File: src/hdl/gwwlb_pkg.sv
package gwwlb_pkg;

   localparam int CHAR_BITS  = 16;
   localparam int ADV_BITS   = 8;
   localparam int WID_BITS   = 17;
   localparam int LINE_BITS  = 24;
   localparam int CSR_BITS   = 3;
   localparam int CSR_DATA_BITS = 16;
   localparam int MAX_RECS   = 3;
   localparam int CNT_BITS   = 2;

   localparam int QUEUE_DEPTH    = 4;
   localparam int QUEUE_PTR_BITS = 2;

   localparam logic [CHAR_BITS-1:0] CH_NEWLINE  = 16'h000A;
   localparam logic [CHAR_BITS-1:0] CH_SPACE    = 16'h0020;
   localparam logic [CHAR_BITS-1:0] CH_TAB      = 16'h0009;
   localparam logic [CHAR_BITS-1:0] CH_VTAB     = 16'h000B;
   localparam logic [CHAR_BITS-1:0] CH_FORMFEED = 16'h000C;
   localparam logic [CHAR_BITS-1:0] CH_HYPHEN   = 16'h002D;
   localparam logic [CHAR_BITS-1:0] CH_IDEO_SP  = 16'h3000;
   localparam logic [CHAR_BITS-1:0] CH_NBSP     = 16'h00A0;

   typedef enum logic [CSR_BITS-1:0] {
      CSR_MAX_LINE_WIDTH = 3'd0,
      CSR_CHAR_GAP       = 3'd1,
      CSR_WRAP_WORDS     = 3'd2,
      CSR_INDENT_ENABLE  = 3'd3,
      CSR_INDENT_WIDTH   = 3'd4
   } csr_index_type;

   typedef struct packed {
      logic [15:0] max_line_width;
      logic [7:0]  char_gap;
      logic        wrap_words;
      logic        indent_enable;
      logic [9:0]  indent_width;
   } cfg_type;

   localparam cfg_type CFG_RESET = '{
      max_line_width: 16'd640,
      char_gap:       8'd0,
      wrap_words:     1'b1,
      indent_enable:  1'b0,
      indent_width:   10'd0
   };

   typedef struct packed {
      logic [LINE_BITS-1:0] line_start;
      logic [LINE_BITS-1:0] line_length;
      logic                 line_indent;
   } rec_type;

   // All line records caused by one character, in emission order from slot 0.
   typedef struct packed {
      logic [CNT_BITS-1:0]       count;
      rec_type [MAX_RECS-1:0]    recs;
   } bundle_type;

   function automatic logic plain_space(logic [CHAR_BITS-1:0] c);
      return (c == CH_SPACE) || (c == CH_TAB) || (c == CH_VTAB) || (c == CH_FORMFEED);
   endfunction

   function automatic logic indent_space(logic [CHAR_BITS-1:0] c);
      return plain_space(c) || (c == CH_IDEO_SP) || (c == CH_NBSP) || (c == CH_NEWLINE);
   endfunction

   function automatic logic [WID_BITS-1:0] sat_add(logic [WID_BITS-1:0] a,
                                                   logic [WID_BITS-1:0] b);
      logic [WID_BITS:0] s;
      s = {1'b0, a} + {1'b0, b};
      return s[WID_BITS] ? {WID_BITS{1'b1}} : s[WID_BITS-1:0];
   endfunction

endpackage

File: src/hdl/gwwlb_front.sv
module gwwlb_front #(
   parameter int POS_BITS = 24
) (
   input  logic                            clock,
   input  logic                            reset,
   input  gwwlb_pkg::cfg_type              cfg,
   input  logic                            req_valid,
   output logic                            req_stall,
   input  logic [gwwlb_pkg::CHAR_BITS-1:0] req_char_code,
   input  logic [gwwlb_pkg::ADV_BITS-1:0]  req_char_advance,
   input  logic                            req_text_last,
   input  logic                            q_full,
   output logic                            push_valid,
   output gwwlb_pkg::bundle_type           push_data
);
   import gwwlb_pkg::*;

   logic [POS_BITS-1:0] text_pos_ff, text_pos_in;
   logic [POS_BITS-1:0] cur_start_ff, cur_start_in;
   logic [POS_BITS-1:0] cur_length_ff, cur_length_in;
   logic [POS_BITS-1:0] word_begin_ff, word_begin_in;
   logic [WID_BITS-1:0] cur_width_ff, cur_width_in;
   logic [WID_BITS-1:0] word_pixels_ff, word_pixels_in;
   logic                cur_indent_ff, cur_indent_in;
   logic                swallow_ff, swallow_in;
   logic                after_nl_ff, after_nl_in;

   logic                accept;
   logic [WID_BITS-1:0] adv;
   logic [WID_BITS-1:0] max_w;
   logic [WID_BITS-1:0] width1;
   logic [POS_BITS-1:0] p;
   logic [POS_BITS-1:0] keep;
   logic                brk;
   logic                indent0;
   logic [CNT_BITS-1:0] n;
   bundle_type          bnd;

   function automatic rec_type mk_rec(logic [POS_BITS-1:0] s, logic [POS_BITS-1:0] l,
                                      logic ind);
      rec_type r;
      r.line_start  = LINE_BITS'(s);
      r.line_length = LINE_BITS'(l);
      r.line_indent = ind;
      return r;
   endfunction

   assign req_stall  = q_full;
   assign accept     = req_valid && !q_full;
   assign push_valid = accept && (n != '0);
   assign push_data  = bnd;

   assign adv   = WID_BITS'(req_char_advance) + WID_BITS'(cfg.char_gap);
   assign max_w = WID_BITS'(cfg.max_line_width);
   assign p     = text_pos_ff;

   always_comb begin
      text_pos_in    = p + 1'b1;
      cur_start_in   = cur_start_ff;
      cur_length_in  = cur_length_ff;
      word_begin_in  = word_begin_ff;
      cur_width_in   = cur_width_ff;
      word_pixels_in = word_pixels_ff;
      swallow_in     = swallow_ff;
      after_nl_in    = 1'b0;
      indent0        = cur_indent_ff;
      width1         = '0;
      keep           = '0;
      brk            = 1'b0;
      n              = '0;
      bnd            = '0;

      // The first character of a paragraph decides its indent.
      if (after_nl_ff && cfg.indent_enable && !indent_space(req_char_code)) begin
         indent0      = 1'b1;
         cur_width_in = sat_add(cur_width_ff, WID_BITS'(cfg.indent_width));
      end
      cur_indent_in = indent0;

      if (req_char_code == CH_NEWLINE) begin
         swallow_in     = 1'b0;
         bnd.recs[n]    = mk_rec(cur_start_ff, cur_length_ff + 1'b1, indent0);
         n              = n + 1'b1;
         cur_start_in   = p + 1'b1;
         cur_length_in  = '0;
         cur_width_in   = '0;
         word_begin_in  = p + 1'b1;
         word_pixels_in = '0;
         cur_indent_in  = 1'b0;
         after_nl_in    = 1'b1;
      end else if (swallow_ff) begin
         if (plain_space(req_char_code)) begin
            cur_length_in = cur_length_ff + 1'b1;
         end else begin
            swallow_in     = 1'b0;
            bnd.recs[n]    = mk_rec(cur_start_ff, cur_length_ff, indent0);
            n              = n + 1'b1;
            cur_start_in   = p;
            cur_length_in  = POS_BITS'(1);
            cur_width_in   = adv;
            word_begin_in  = p;
            word_pixels_in = adv;
            cur_indent_in  = 1'b0;
         end
      end else begin
         brk = plain_space(req_char_code) || (req_char_code == CH_HYPHEN);
         if (brk) begin
            word_begin_in  = p + 1'b1;
            word_pixels_in = '0;
         end else begin
            word_pixels_in = sat_add(word_pixels_ff, adv);
         end
         width1       = sat_add(cur_width_in, adv);
         cur_width_in = width1;
         if (width1 > max_w) begin
            if (!cfg.wrap_words) begin
               bnd.recs[n]   = mk_rec(cur_start_ff, cur_length_ff, indent0);
               n             = n + 1'b1;
               cur_start_in  = p;
               cur_length_in = POS_BITS'(1);
               cur_width_in  = adv;
               cur_indent_in = 1'b0;
               if (!brk) begin
                  word_begin_in  = p;
                  word_pixels_in = adv;
               end
            end else if (plain_space(req_char_code)) begin
               cur_length_in = cur_length_ff + 1'b1;
               swallow_in    = 1'b1;
            end else if (word_begin_in == cur_start_ff) begin
               bnd.recs[n]    = mk_rec(cur_start_ff, cur_length_ff, indent0);
               n              = n + 1'b1;
               cur_start_in   = p;
               cur_length_in  = POS_BITS'(1);
               cur_width_in   = adv;
               word_begin_in  = p;
               word_pixels_in = adv;
               cur_indent_in  = 1'b0;
            end else begin
               // The partial word moves down to a line of its own.
               keep          = p - word_begin_in;
               bnd.recs[n]   = mk_rec(cur_start_ff, cur_length_ff - keep, indent0);
               n             = n + 1'b1;
               cur_start_in  = word_begin_in;
               cur_length_in = keep + 1'b1;
               cur_width_in  = word_pixels_in;
               cur_indent_in = 1'b0;
               if (word_pixels_in > max_w) begin
                  // Still too wide: split it before the current character.
                  bnd.recs[n]    = mk_rec(word_begin_in, keep, 1'b0);
                  n              = n + 1'b1;
                  cur_start_in   = p;
                  cur_length_in  = POS_BITS'(1);
                  cur_width_in   = adv;
                  word_begin_in  = p;
                  word_pixels_in = adv;
               end
            end
         end else begin
            cur_length_in = cur_length_ff + 1'b1;
         end
      end

      if (req_text_last) begin
         if (cur_length_in != '0) begin
            bnd.recs[n] = mk_rec(cur_start_in, cur_length_in, cur_indent_in);
            n           = n + 1'b1;
         end
         text_pos_in    = '0;
         cur_start_in   = '0;
         cur_length_in  = '0;
         word_begin_in  = '0;
         cur_width_in   = '0;
         word_pixels_in = '0;
         cur_indent_in  = 1'b0;
         swallow_in     = 1'b0;
         after_nl_in    = 1'b0;
      end

      bnd.count = n;
   end

   always_ff @(posedge clock) begin
      if (reset) begin
         text_pos_ff    <= '0;
         cur_start_ff   <= '0;
         cur_length_ff  <= '0;
         word_begin_ff  <= '0;
         cur_width_ff   <= '0;
         word_pixels_ff <= '0;
         cur_indent_ff  <= 1'b0;
         swallow_ff     <= 1'b0;
         after_nl_ff    <= 1'b0;
      end else if (accept) begin
         text_pos_ff    <= text_pos_in;
         cur_start_ff   <= cur_start_in;
         cur_length_ff  <= cur_length_in;
         word_begin_ff  <= word_begin_in;
         cur_width_ff   <= cur_width_in;
         word_pixels_ff <= word_pixels_in;
         cur_indent_ff  <= cur_indent_in;
         swallow_ff     <= swallow_in;
         after_nl_ff    <= after_nl_in;
      end
   end

endmodule

File: src/hdl/gwwlb_queue.sv
module gwwlb_queue (
   input  logic                  clock,
   input  logic                  reset,
   input  logic                  push_valid,
   input  gwwlb_pkg::bundle_type push_data,
   output logic                  full,
   input  logic                  pop,
   output logic                  empty,
   output gwwlb_pkg::bundle_type head
);
   import gwwlb_pkg::*;

   bundle_type                entry_ff [QUEUE_DEPTH];
   logic [QUEUE_PTR_BITS-1:0] wr_ff, wr_in;
   logic [QUEUE_PTR_BITS-1:0] rd_ff, rd_in;
   logic [QUEUE_PTR_BITS:0]   count_ff, count_in;
   logic                      do_push;
   logic                      do_pop;

   assign full    = (count_ff == (QUEUE_PTR_BITS+1)'(QUEUE_DEPTH));
   assign empty   = (count_ff == '0);
   assign head    = entry_ff[rd_ff];
   assign do_push = push_valid && !full;
   assign do_pop  = pop && !empty;

   always_comb begin
      wr_in    = do_push ? wr_ff + 1'b1 : wr_ff;
      rd_in    = do_pop ? rd_ff + 1'b1 : rd_ff;
      count_in = count_ff;
      if (do_push && !do_pop) begin
         count_in = count_ff + 1'b1;
      end else if (do_pop && !do_push) begin
         count_in = count_ff - 1'b1;
      end
   end

   always_ff @(posedge clock) begin
      if (reset) begin
         wr_ff    <= '0;
         rd_ff    <= '0;
         count_ff <= '0;
      end else begin
         wr_ff    <= wr_in;
         rd_ff    <= rd_in;
         count_ff <= count_in;
      end
   end

   always_ff @(posedge clock) begin
      if (do_push) begin
         entry_ff[wr_ff] <= push_data;
      end
   end

endmodule

File: src/hdl/gwwlb_back.sv
module gwwlb_back (
   input  logic                            clock,
   input  logic                            reset,
   input  logic                            q_empty,
   input  gwwlb_pkg::bundle_type           q_head,
   output logic                            q_pop,
   output logic                            rsp_valid,
   input  logic                            rsp_stall,
   output logic [gwwlb_pkg::LINE_BITS-1:0] rsp_line_start,
   output logic [gwwlb_pkg::LINE_BITS-1:0] rsp_line_length,
   output logic                            rsp_line_indent,
   output logic                            rsp_run_last
);
   import gwwlb_pkg::*;

   logic [CNT_BITS-1:0] idx_ff, idx_in;
   logic                valid_ff, valid_in;
   rec_type             rec_ff, rec_in;
   logic                last_ff, last_in;
   logic                advance;
   logic                head_last;

   // The output register is reloaded whenever it is empty or being taken.
   assign advance   = !valid_ff || !rsp_stall;
   assign head_last = ((idx_ff + 1'b1) == q_head.count);
   assign q_pop     = advance && !q_empty && head_last;

   always_comb begin
      idx_in   = idx_ff;
      valid_in = valid_ff;
      rec_in   = rec_ff;
      last_in  = last_ff;
      if (advance) begin
         valid_in = !q_empty;
         if (!q_empty) begin
            rec_in  = q_head.recs[idx_ff];
            last_in = head_last;
            idx_in  = head_last ? '0 : idx_ff + 1'b1;
         end
      end
   end

   always_ff @(posedge clock) begin
      if (reset) begin
         idx_ff   <= '0;
         valid_ff <= 1'b0;
      end else begin
         idx_ff   <= idx_in;
         valid_ff <= valid_in;
      end
   end

   always_ff @(posedge clock) begin
      rec_ff  <= rec_in;
      last_ff <= last_in;
   end

   assign rsp_valid       = valid_ff;
   assign rsp_line_start  = rec_ff.line_start;
   assign rsp_line_length = rec_ff.line_length;
   assign rsp_line_indent = rec_ff.line_indent;
   assign rsp_run_last    = last_ff;

endmodule

File: src/hdl/greedy_word_wrap_line_breaker.sv
// Channel   Direction  Handshake          Carries
// req_      in         req_valid/stall    one text character and its advance
// rsp_      out        rsp_valid/stall    one line record (start, length, indent)
// csr_      in         csr_valid/ready    register index and write data
//
// The front end takes one character per cycle while req_stall is low; its line state
// updates in that cycle. The records a character causes (up to three) go into a
// four-entry queue as one group. The back end sends one record per cycle while
// rsp_stall is low, so one character per cycle passes until the output limits it.
// Reset is synchronous: line state clears and registers return to their defaults.
// req_stall rises only while the record queue is full; csr_ready is always high.
module greedy_word_wrap_line_breaker #(
   parameter int POS_BITS = 24
) (
   input  logic                                clock,
   input  logic                                reset,
   input  logic                                req_valid,
   output logic                                req_stall,
   input  logic [gwwlb_pkg::CHAR_BITS-1:0]     req_char_code,
   input  logic [gwwlb_pkg::ADV_BITS-1:0]      req_char_advance,
   input  logic                                req_text_last,
   output logic                                rsp_valid,
   input  logic                                rsp_stall,
   output logic [gwwlb_pkg::LINE_BITS-1:0]     rsp_line_start,
   output logic [gwwlb_pkg::LINE_BITS-1:0]     rsp_line_length,
   output logic                                rsp_line_indent,
   output logic                                rsp_run_last,
   input  logic                                csr_valid,
   output logic                                csr_ready,
   input  logic [gwwlb_pkg::CSR_BITS-1:0]      csr_index,
   input  logic [gwwlb_pkg::CSR_DATA_BITS-1:0] csr_data
);
   import gwwlb_pkg::*;

   cfg_type    cfg_ff, cfg_in;
   logic       q_full;
   logic       q_empty;
   logic       q_pop;
   logic       push_valid;
   bundle_type push_data;
   bundle_type q_head;

   assign csr_ready = 1'b1;

   always_comb begin
      cfg_in = cfg_ff;
      if (csr_valid) begin
         unique case (csr_index)
            CSR_MAX_LINE_WIDTH: cfg_in.max_line_width = csr_data;
            CSR_CHAR_GAP:       cfg_in.char_gap       = csr_data[7:0];
            CSR_WRAP_WORDS:     cfg_in.wrap_words     = csr_data[0];
            CSR_INDENT_ENABLE:  cfg_in.indent_enable  = csr_data[0];
            CSR_INDENT_WIDTH:   cfg_in.indent_width   = csr_data[9:0];
            default: begin
            end
         endcase
      end
   end

   always_ff @(posedge clock) begin
      if (reset) begin
         cfg_ff <= CFG_RESET;
      end else begin
         cfg_ff <= cfg_in;
      end
   end

   gwwlb_front #(
      .POS_BITS(POS_BITS)
   ) u_front (
      .clock            (clock),
      .reset            (reset),
      .cfg              (cfg_ff),
      .req_valid        (req_valid),
      .req_stall        (req_stall),
      .req_char_code    (req_char_code),
      .req_char_advance (req_char_advance),
      .req_text_last    (req_text_last),
      .q_full           (q_full),
      .push_valid       (push_valid),
      .push_data        (push_data)
   );

   gwwlb_queue u_queue (
      .clock      (clock),
      .reset      (reset),
      .push_valid (push_valid),
      .push_data  (push_data),
      .full       (q_full),
      .pop        (q_pop),
      .empty      (q_empty),
      .head       (q_head)
   );

   gwwlb_back u_back (
      .clock           (clock),
      .reset           (reset),
      .q_empty         (q_empty),
      .q_head          (q_head),
      .q_pop           (q_pop),
      .rsp_valid       (rsp_valid),
      .rsp_stall       (rsp_stall),
      .rsp_line_start  (rsp_line_start),
      .rsp_line_length (rsp_line_length),
      .rsp_line_indent (rsp_line_indent),
      .rsp_run_last    (rsp_run_last)
   );

endmodule

File: config.mk
export PLATFORM = sky130hd
export DESIGN_NAME = greedy_word_wrap_line_breaker
export DESIGN_NICKNAME = d
export VERILOG_FILES = /design/src/hdl/gwwlb_pkg.sv /design/src/hdl/gwwlb_front.sv /design/src/hdl/gwwlb_queue.sv /design/src/hdl/gwwlb_back.sv /design/src/hdl/greedy_word_wrap_line_breaker.sv
export SDC_FILE = /design/constraint.sdc
export NUM_CORES = 2
export LEC_CHECK = 0
export ABC_AREA = 1
export ABC_CLOCK_PERIOD_IN_PS = 14100
export BUFFER_PORTS_ARGS = -buffer_cell sky130_fd_sc_hd__buf_2
export CORE_MARGIN = 2
export CORE_UTILIZATION = 30
export CTS_CLUSTER_DIAMETER = 60
export DETAILED_ROUTE_END_ITERATION = 8
export PLACE_DENSITY = 0.43
export SLEW_MARGIN = 25
export SYNTH_ARGS = -nofsm -noshare
export SYNTH_HDL_FRONTEND = slang
export SYNTH_SLANG_ARGS = --single-unit
File: constraint.sdc
create_clock -name clock -period 14.1 [get_ports clock]
set_input_delay 1.41 -clock clock [delete_from_list [all_inputs] [get_ports clock]]
set_output_delay 1.41 -clock clock [all_outputs]
set_load 0.03 [all_outputs]
* Word level (Yosys, flattened, before mapping)
Memories as Yosys holds them, arrays and structs flattened. A register that Yosys moved wholly into a read port is not among the register bits. Cells that the tools add are included.
Storage, ports and cells: bits in registers 229, memory bits (writable) 596, bits of input ports 49, output and inout bits 53, word-level logic and storage cells 204, memories kept 1
Operators by class: add/sub/neg operators 15, order comparisons 5, equality and inequality tests 16, muxes and demuxes 105, bitwise operators 1, reductions and logical operators 38
Memories:
- u_queue.entry_ff | words 4, bits a word 149, rd ports 1, clocked after memory_dff 1, wr ports 1, RTL line gwwlb_queue.sv:13 | bundle_type entry_ff [QUEUE_DEPTH];
Operators by type and width (count):
- two-way mux 24 bit | 30
- two-way mux 49 bit | 11
- two-way mux 17 bit | 24
- two-way mux 147 bit | 2
- two-way mux 98 bit | 2
- bitwise mux 147 bit | 1
- binary-select mux 49 bit (select 2 bit) | 1
- demux 49 bit (select 2 bit) | 1
- adder 24 x 1 -> 24 bit, second input constant | 3
- equality test 16 x 4 -> 1 bit, second input constant | 4
- subtractor 24 bit | 2
- adder 17 x 17 -> 18 bit | 2
- greater-than comparator 17 x 16 -> 1 bit | 2
- equality test 16 x 6 -> 1 bit, second input constant | 2
- two-way mux 25 bit | 1
- equality test 24 bit | 1
- two-way mux 2 bit | 12
- nonzero test 24 bit | 1
- adder 17 x 10 -> 18 bit | 1
- two-way mux 1 bit | 18
- equality test 16 x 14 -> 1 bit, second input constant | 1
- equality test 16 x 8 -> 1 bit, second input constant | 1
- AND reduction 2 bit | 7
- logical AND 1 bit | 11
- 17 further kinds | 39

* Depth between registers and ports, before layout
word-level depth 27, gate-level depth with buffers 63, mapped depth without buffers 61

* Cells and area by module
Synthesis repeated with hierarchy kept, for this count alone.
Second synthesis, totals: cell total of the unflattened synthesis 5949, area total of the unflattened synthesis 48051.1 um^2
By module, submodules not included:
- gwwlb_queue | instances 1, cells each 1510, area each 22556.6 um^2, seq. area each 18077.3 um^2
- gwwlb_front | instances 1, cells each 3914, area each 21048.9 um^2, seq. area each 2662.6 um^2
- gwwlb_back | instances 1, cells each 302, area each 2900.3 um^2, seq. area each 1561.5 um^2
- greedy_word_wrap_line_breaker | instances 1, cells each 223, area each 1545.2 um^2, seq. area each 720.7 um^2

* Least setup slack after synthesis
Ideal clock, no wire load.
kind input -> register, start input port req_char_code[9] (netlist bit), end memory u_queue.entry_ff[0][0] (netlist bit), enable pin, library setup time 0.660 ns, data arrival time 13.543 ns, required time 13.440 ns, path slack -0.102 ns, stages 52, buffers on the path 5, cells stage by stage nor2_1 > nand2_1 > nor2_8 > nand3_2 > nand2_1 > nor2_2 > nand2_4 > buf_6 > nor2_1 > inv_1 > o22ai_1 > inv_1 > ha_1 > a21o_1 > nand3_1 > nand2_1 > nand2_1 > o2111a_1 > [16 not listed] > nand2_1 > nand2_1 > nand2_1 > inv_1 > nor2_4 > buf_4 > buf_6 > nor2_2 > buf_4 > inv_2 > nor4_4 > inv_2 > ha_1 > nand3b_1 > nand2_1 > nand2_2 > nand2_2 > nor2_1
Between the ends: longest elaborated chain between the ends 25, elaborated cells on any way between the ends 56, those cells by class 4 x add/sub; 2 x order compare; 9 x eq/ne; 28 x mux; 13 x reduce/logical
Ends and longest elaborated chain:
- from (decl) | RTL line greedy_word_wrap_line_breaker.sv:19 | input logic [gwwlb_pkg::CHAR_BITS-1:0] req_char_code,
- equality test 16 x 6 -> 1 bit or equality test 16 x 4 -> 1 bit (tied branches) | RTL line gwwlb_pkg.sv:61 | return (c == CH_SPACE) || (c == CH_TAB) || (c == CH_VTAB) || (c == CH_FORMFEED);
- logical OR 1 bit (3 in a row) | RTL line gwwlb_pkg.sv:61
- logical OR 1 bit | RTL line gwwlb_front.sv:106 | brk = plain_space(req_char_code) || (req_char_code == CH_HYPHEN);
- two-way mux 24 bit | RTL line gwwlb_front.sv:107 | if (brk) begin
- two-way mux 24 bit | RTL line gwwlb_front.sv:91 | end else if (swallow_ff) begin
- two-way mux 24 bit | RTL line gwwlb_front.sv:80 | if (req_char_code == CH_NEWLINE) begin
- subtractor 24 bit | RTL line gwwlb_front.sv:141 | keep = p - word_begin_in;
- adder 24 x 1 -> 24 bit | RTL line gwwlb_front.sv:145 | cur_length_in = keep + 1'b1;
- [7 not listed]
- nonzero test 24 bit | RTL line gwwlb_front.sv:165 | if (cur_length_in != '0) begin
- two-way mux 2 bit | RTL line gwwlb_front.sv:165
- two-way mux 2 bit (*) | RTL line gwwlb_front.sv:164 | if (req_text_last) begin
- nonzero test 2 bit (*) | RTL line gwwlb_front.sv:50 | assign push_valid = accept && (n != '0);
- logical AND 1 bit (*) | RTL line gwwlb_front.sv:50
- logical AND 1 bit (*) | RTL line gwwlb_queue.sv:23 | assign do_push = push_valid && !full;
- two-way mux 1 bit (*) | RTL line gwwlb_queue.sv:50 | if (do_push) begin
- two-way mux 1 bit (not written as such) (*) | RTL line gwwlb_queue.sv:51 | entry_ff[wr_ff] <= push_data;
- to (decl) | RTL line gwwlb_queue.sv:13
Every way passes the cells marked *; elsewhere a longest branch is shown, timed or not. The select of a mux whose other input is x is not followed.

* Worst setup path in the final report
start input port req_char_code[2] (netlist bit), end memory u_queue.entry_ff[3][42] (netlist bit), enable pin
The elaborated chain is that of the path after synthesis.

==> impl_metrics.ini <==
[layout]
nFillCells = 16160
stdcell_area_mm2 = 0.0527
layout_common_cells = nand2_1 (1216), nor2_1 (687), edfxtp_1 (646)
syn_to_final_growth_pct = 12.7
final_common_cell = nand2_1
antenna_cells = 0
fin_nets = 5843
fin_util_pct = 34.1
drive_gt1_share_pct = 7.41

[routing]
finalWirelength_mm = 178
dr.pass1.iters = 6
vias_per_cell = 5.30
first_iter_violations = 3946
drtAntennaViolNets = 0
drc_errors = 0
vias = 41288
detail_route.wl_per_cell_um = 22.8

[min_path]
worstHoldStart = u_front.word_begin_ff[2]
worst_hold_path_type = register to register
hold_depth = 2
min_to = u_front.word_begin_ff[2]

[critical_path]
end_kind = register
r2r_start = cfg_ff[0]
critPathKind = input port to register
crit_buf_inv = 10
critPathTopFamily = simple AND/OR/NAND/NOR gates
critPathMaxFanout = 79
r2r-end = u_queue.entry_ff[3][42]
rrSetupSlack_ns = 3.93
cp_slowest_stage_delay_ns = 0.71
reg2reg_depth = 50
cp_data_required_time_ns = 14.46
cpMostUsedCell = nand2_1
critPathSlowestCell = nand3_4
worstPathArrival_ns = 11.20
worstSetupStartpointType = input port
worst-path-stages = 51

[sta]
setup_viol = 0
hold_violations = 0
slew-limit-headroom_pct = 28.7
whs_ns = 0.458
fin_skew_ns = 0.0578
setup_slack_ns = 3.27
rsz0062_at_grt = false
fmax_mhz = 92.3
min_period_over_period_pct = 76.8
slew_violations = 0
worstMarginPinSlew_ns = 1.07
min_period_ns = 10.83

[cts]
cts.sinks = 827
postCtsSetupRepairBufs = 0
cts_resized = 0
clk_latency_ns = 0.75
clk_transition_reported_paths_ns = 0.06
cts-root-buf = clkbuf_16
cts_made_buffers = 107
cts.htree.levels = 3
clk_path_buf_depth = 3
cts_hold_buf = 0
cts_tree = yes

[logic_synthesis]
ys_seq_area_share_pct = 49.2
synth_top_family_by_area = simple AND/OR/NAND/NOR gates
synthMuxAreaShare_pct = 0
synthCells = 5696
synth_cell_types = 66
synth-simple-area-share_pct = 21.8
synth_fp_nets = 5877
synth_xor_area_share_pct = 1.67
syn-cell-area_mm2 = 0.0468
synth_fa_ha_area_share_pct = 3.64
yosys_warnings = 0
synth_compound_area_share_pct = 17.0
ys_ff_latch = 827
avgSynthCellArea_um2 = 8.21
synth_ff_type = edfxtp_1
synthArstFlopShare_pct = 0
synth-edff-count = 646

[floorplan]
coreArea_mm2 = 0.154
die_w_um = 399
ios = 102
initial_core_util_pct = 30.3
die_area_mm2 = 0.159
rows = 144
die_y_um = 399

[grt]
grt_pass1_vias = 39553
overflow = 0
grt_first_pass_wirelength_mm = 264
grt_start_max_net_pins = 188
antenna_found_initial = 1
grt_usage_pct = 22.0

[place]
post_dp_cell_area_mm2 = 0.0492
dp_slack_ns = 2.43
portBuffers = 100
gp_congestion = 0.903
hpwl_mm = 117

[run_status]
status = finished clean

[flow_run]
cap_viol_max_count = 0
==> per-layer routing <==
metal	wire length (um)	global-route usage [%]	vias up
li1	-	-	19632
met1	83800	31.4	20231
met2	80500	35.2	1220
met3	9660	2.61	205
met4	3790	5.45	0
met5	0	0	-
==> how the worst max path moves through the flow <==
stage	start	end
6_report	req_char_code[2]	u_queue.entry_ff[3][42]
5_1_grt	req_char_code[2]	u_queue.entry_ff[3][87]
4_1_cts	req_char_code[2]	u_queue.entry_ff[3][90]
3_5_place_dp	req_char_code[2]	u_queue.entry_ff[3][90]
3_3_place_gp	req_char_code[2]	u_queue.entry_ff[3][90]
2_1_floorplan	req_char_code[9]	u_queue.entry_ff[0][0]
==> layout make-up <==
type,count,area (um^2),area share (%)
flip-flops and latches,827,23000,43.7
clock inverters,63,683,1.30
multi-input cells,4081,20700,39.3
inverters,485,1830,3.48
clock buffers,134,2840,5.39
repair buffers,160,1040,1.97
well taps,2044,2560,4.85
==> tightest hold or removal path, stage by stage (launching register included) <==
cell	delay [ns]
dfxtp_1	0.30
nand2_1	0.06
a21oi_1	0.05
==> per-stage QoR <==
stage               instances  TNS (ns)
CTS                      7794         0
finish                   7794         0
floorplan                5696    -60.83
global route             7794         0
global placement         7597         0
detailed placement       7597         0
==> logic make-up (layout without fill, tap and decap cells) <==
logic type                 after synthesis  count (layout)
other                                    1               1
adders and majority gates              132             132
buffers and inverters                  788             842
DFF                                    827             827
and+or+nand+nor                       2451            2451
xor gates and xnor gates                89              89
AOI/OAI and AO/OA                     1408            1408
==> state kept, by name, indices dropped and copies added, names as in the netlist, 2 cells and up, named ones only <==
| name | count |
|---|---|
| u_front.cur_start_ff | 24 |
| u_queue.entry_ff | 596 |
| u_queue.count_ff | 3 |
| u_back.rsp_line_length | 24 |
| cfg_ff | 36 |
| u_front.word_begin_ff | 24 |
| u_front.word_pixels_ff | 17 |
| u_back.idx_ff | 2 |
| u_back.rsp_line_start | 24 |
| u_front.p | 24 |
| u_queue.wr_ff | 2 |
| u_front.cur_width_ff | 17 |
| u_queue.rd_ff | 2 |
| u_front.cur_length_ff | 24 |
==> synth_stat cells (16+ instances only) <==
master | instances | area share (%)
o211ai_1 | 77 | 1.2
dfxtp_1 | 181 | 7.7
clkbuf_1 | 241 | 1.9
nand3_1 | 353 | 3.8
xnor2_1 | 22 | 0.41
a31oi_1 | 31 | 0.41
nand3b_1 | 18 | 0.29
o221ai_1 | 34 | 0.64
inv_2 | 16 | 0.13
edfxtp_1 | 646 | 41
a221oi_1 | 16 | 0.30
buf_2 | 24 | 0.26
o21ai_0 | 598 | 6.4
buf_1 | 17 | 0.14
a211oi_1 | 16 | 0.26
ha_1 | 125 | 3.3
o21ai_1 | 53 | 0.57
inv_1 | 461 | 3.7
xor2_1 | 67 | 1.3
nand4_1 | 55 | 0.74
o22ai_1 | 177 | 2.4
nor3_1 | 41 | 0.44
a21oi_1 | 341 | 3.6
nand2_1 | 1217 | 9.8
nor2_1 | 695 | 5.6
a22oi_1 | 20 | 0.32
or2_2 | 17 | 0.23
Power is not shown: default switching activity piles up to over one toggle a cycle in this logic, so the estimate is an artifact.
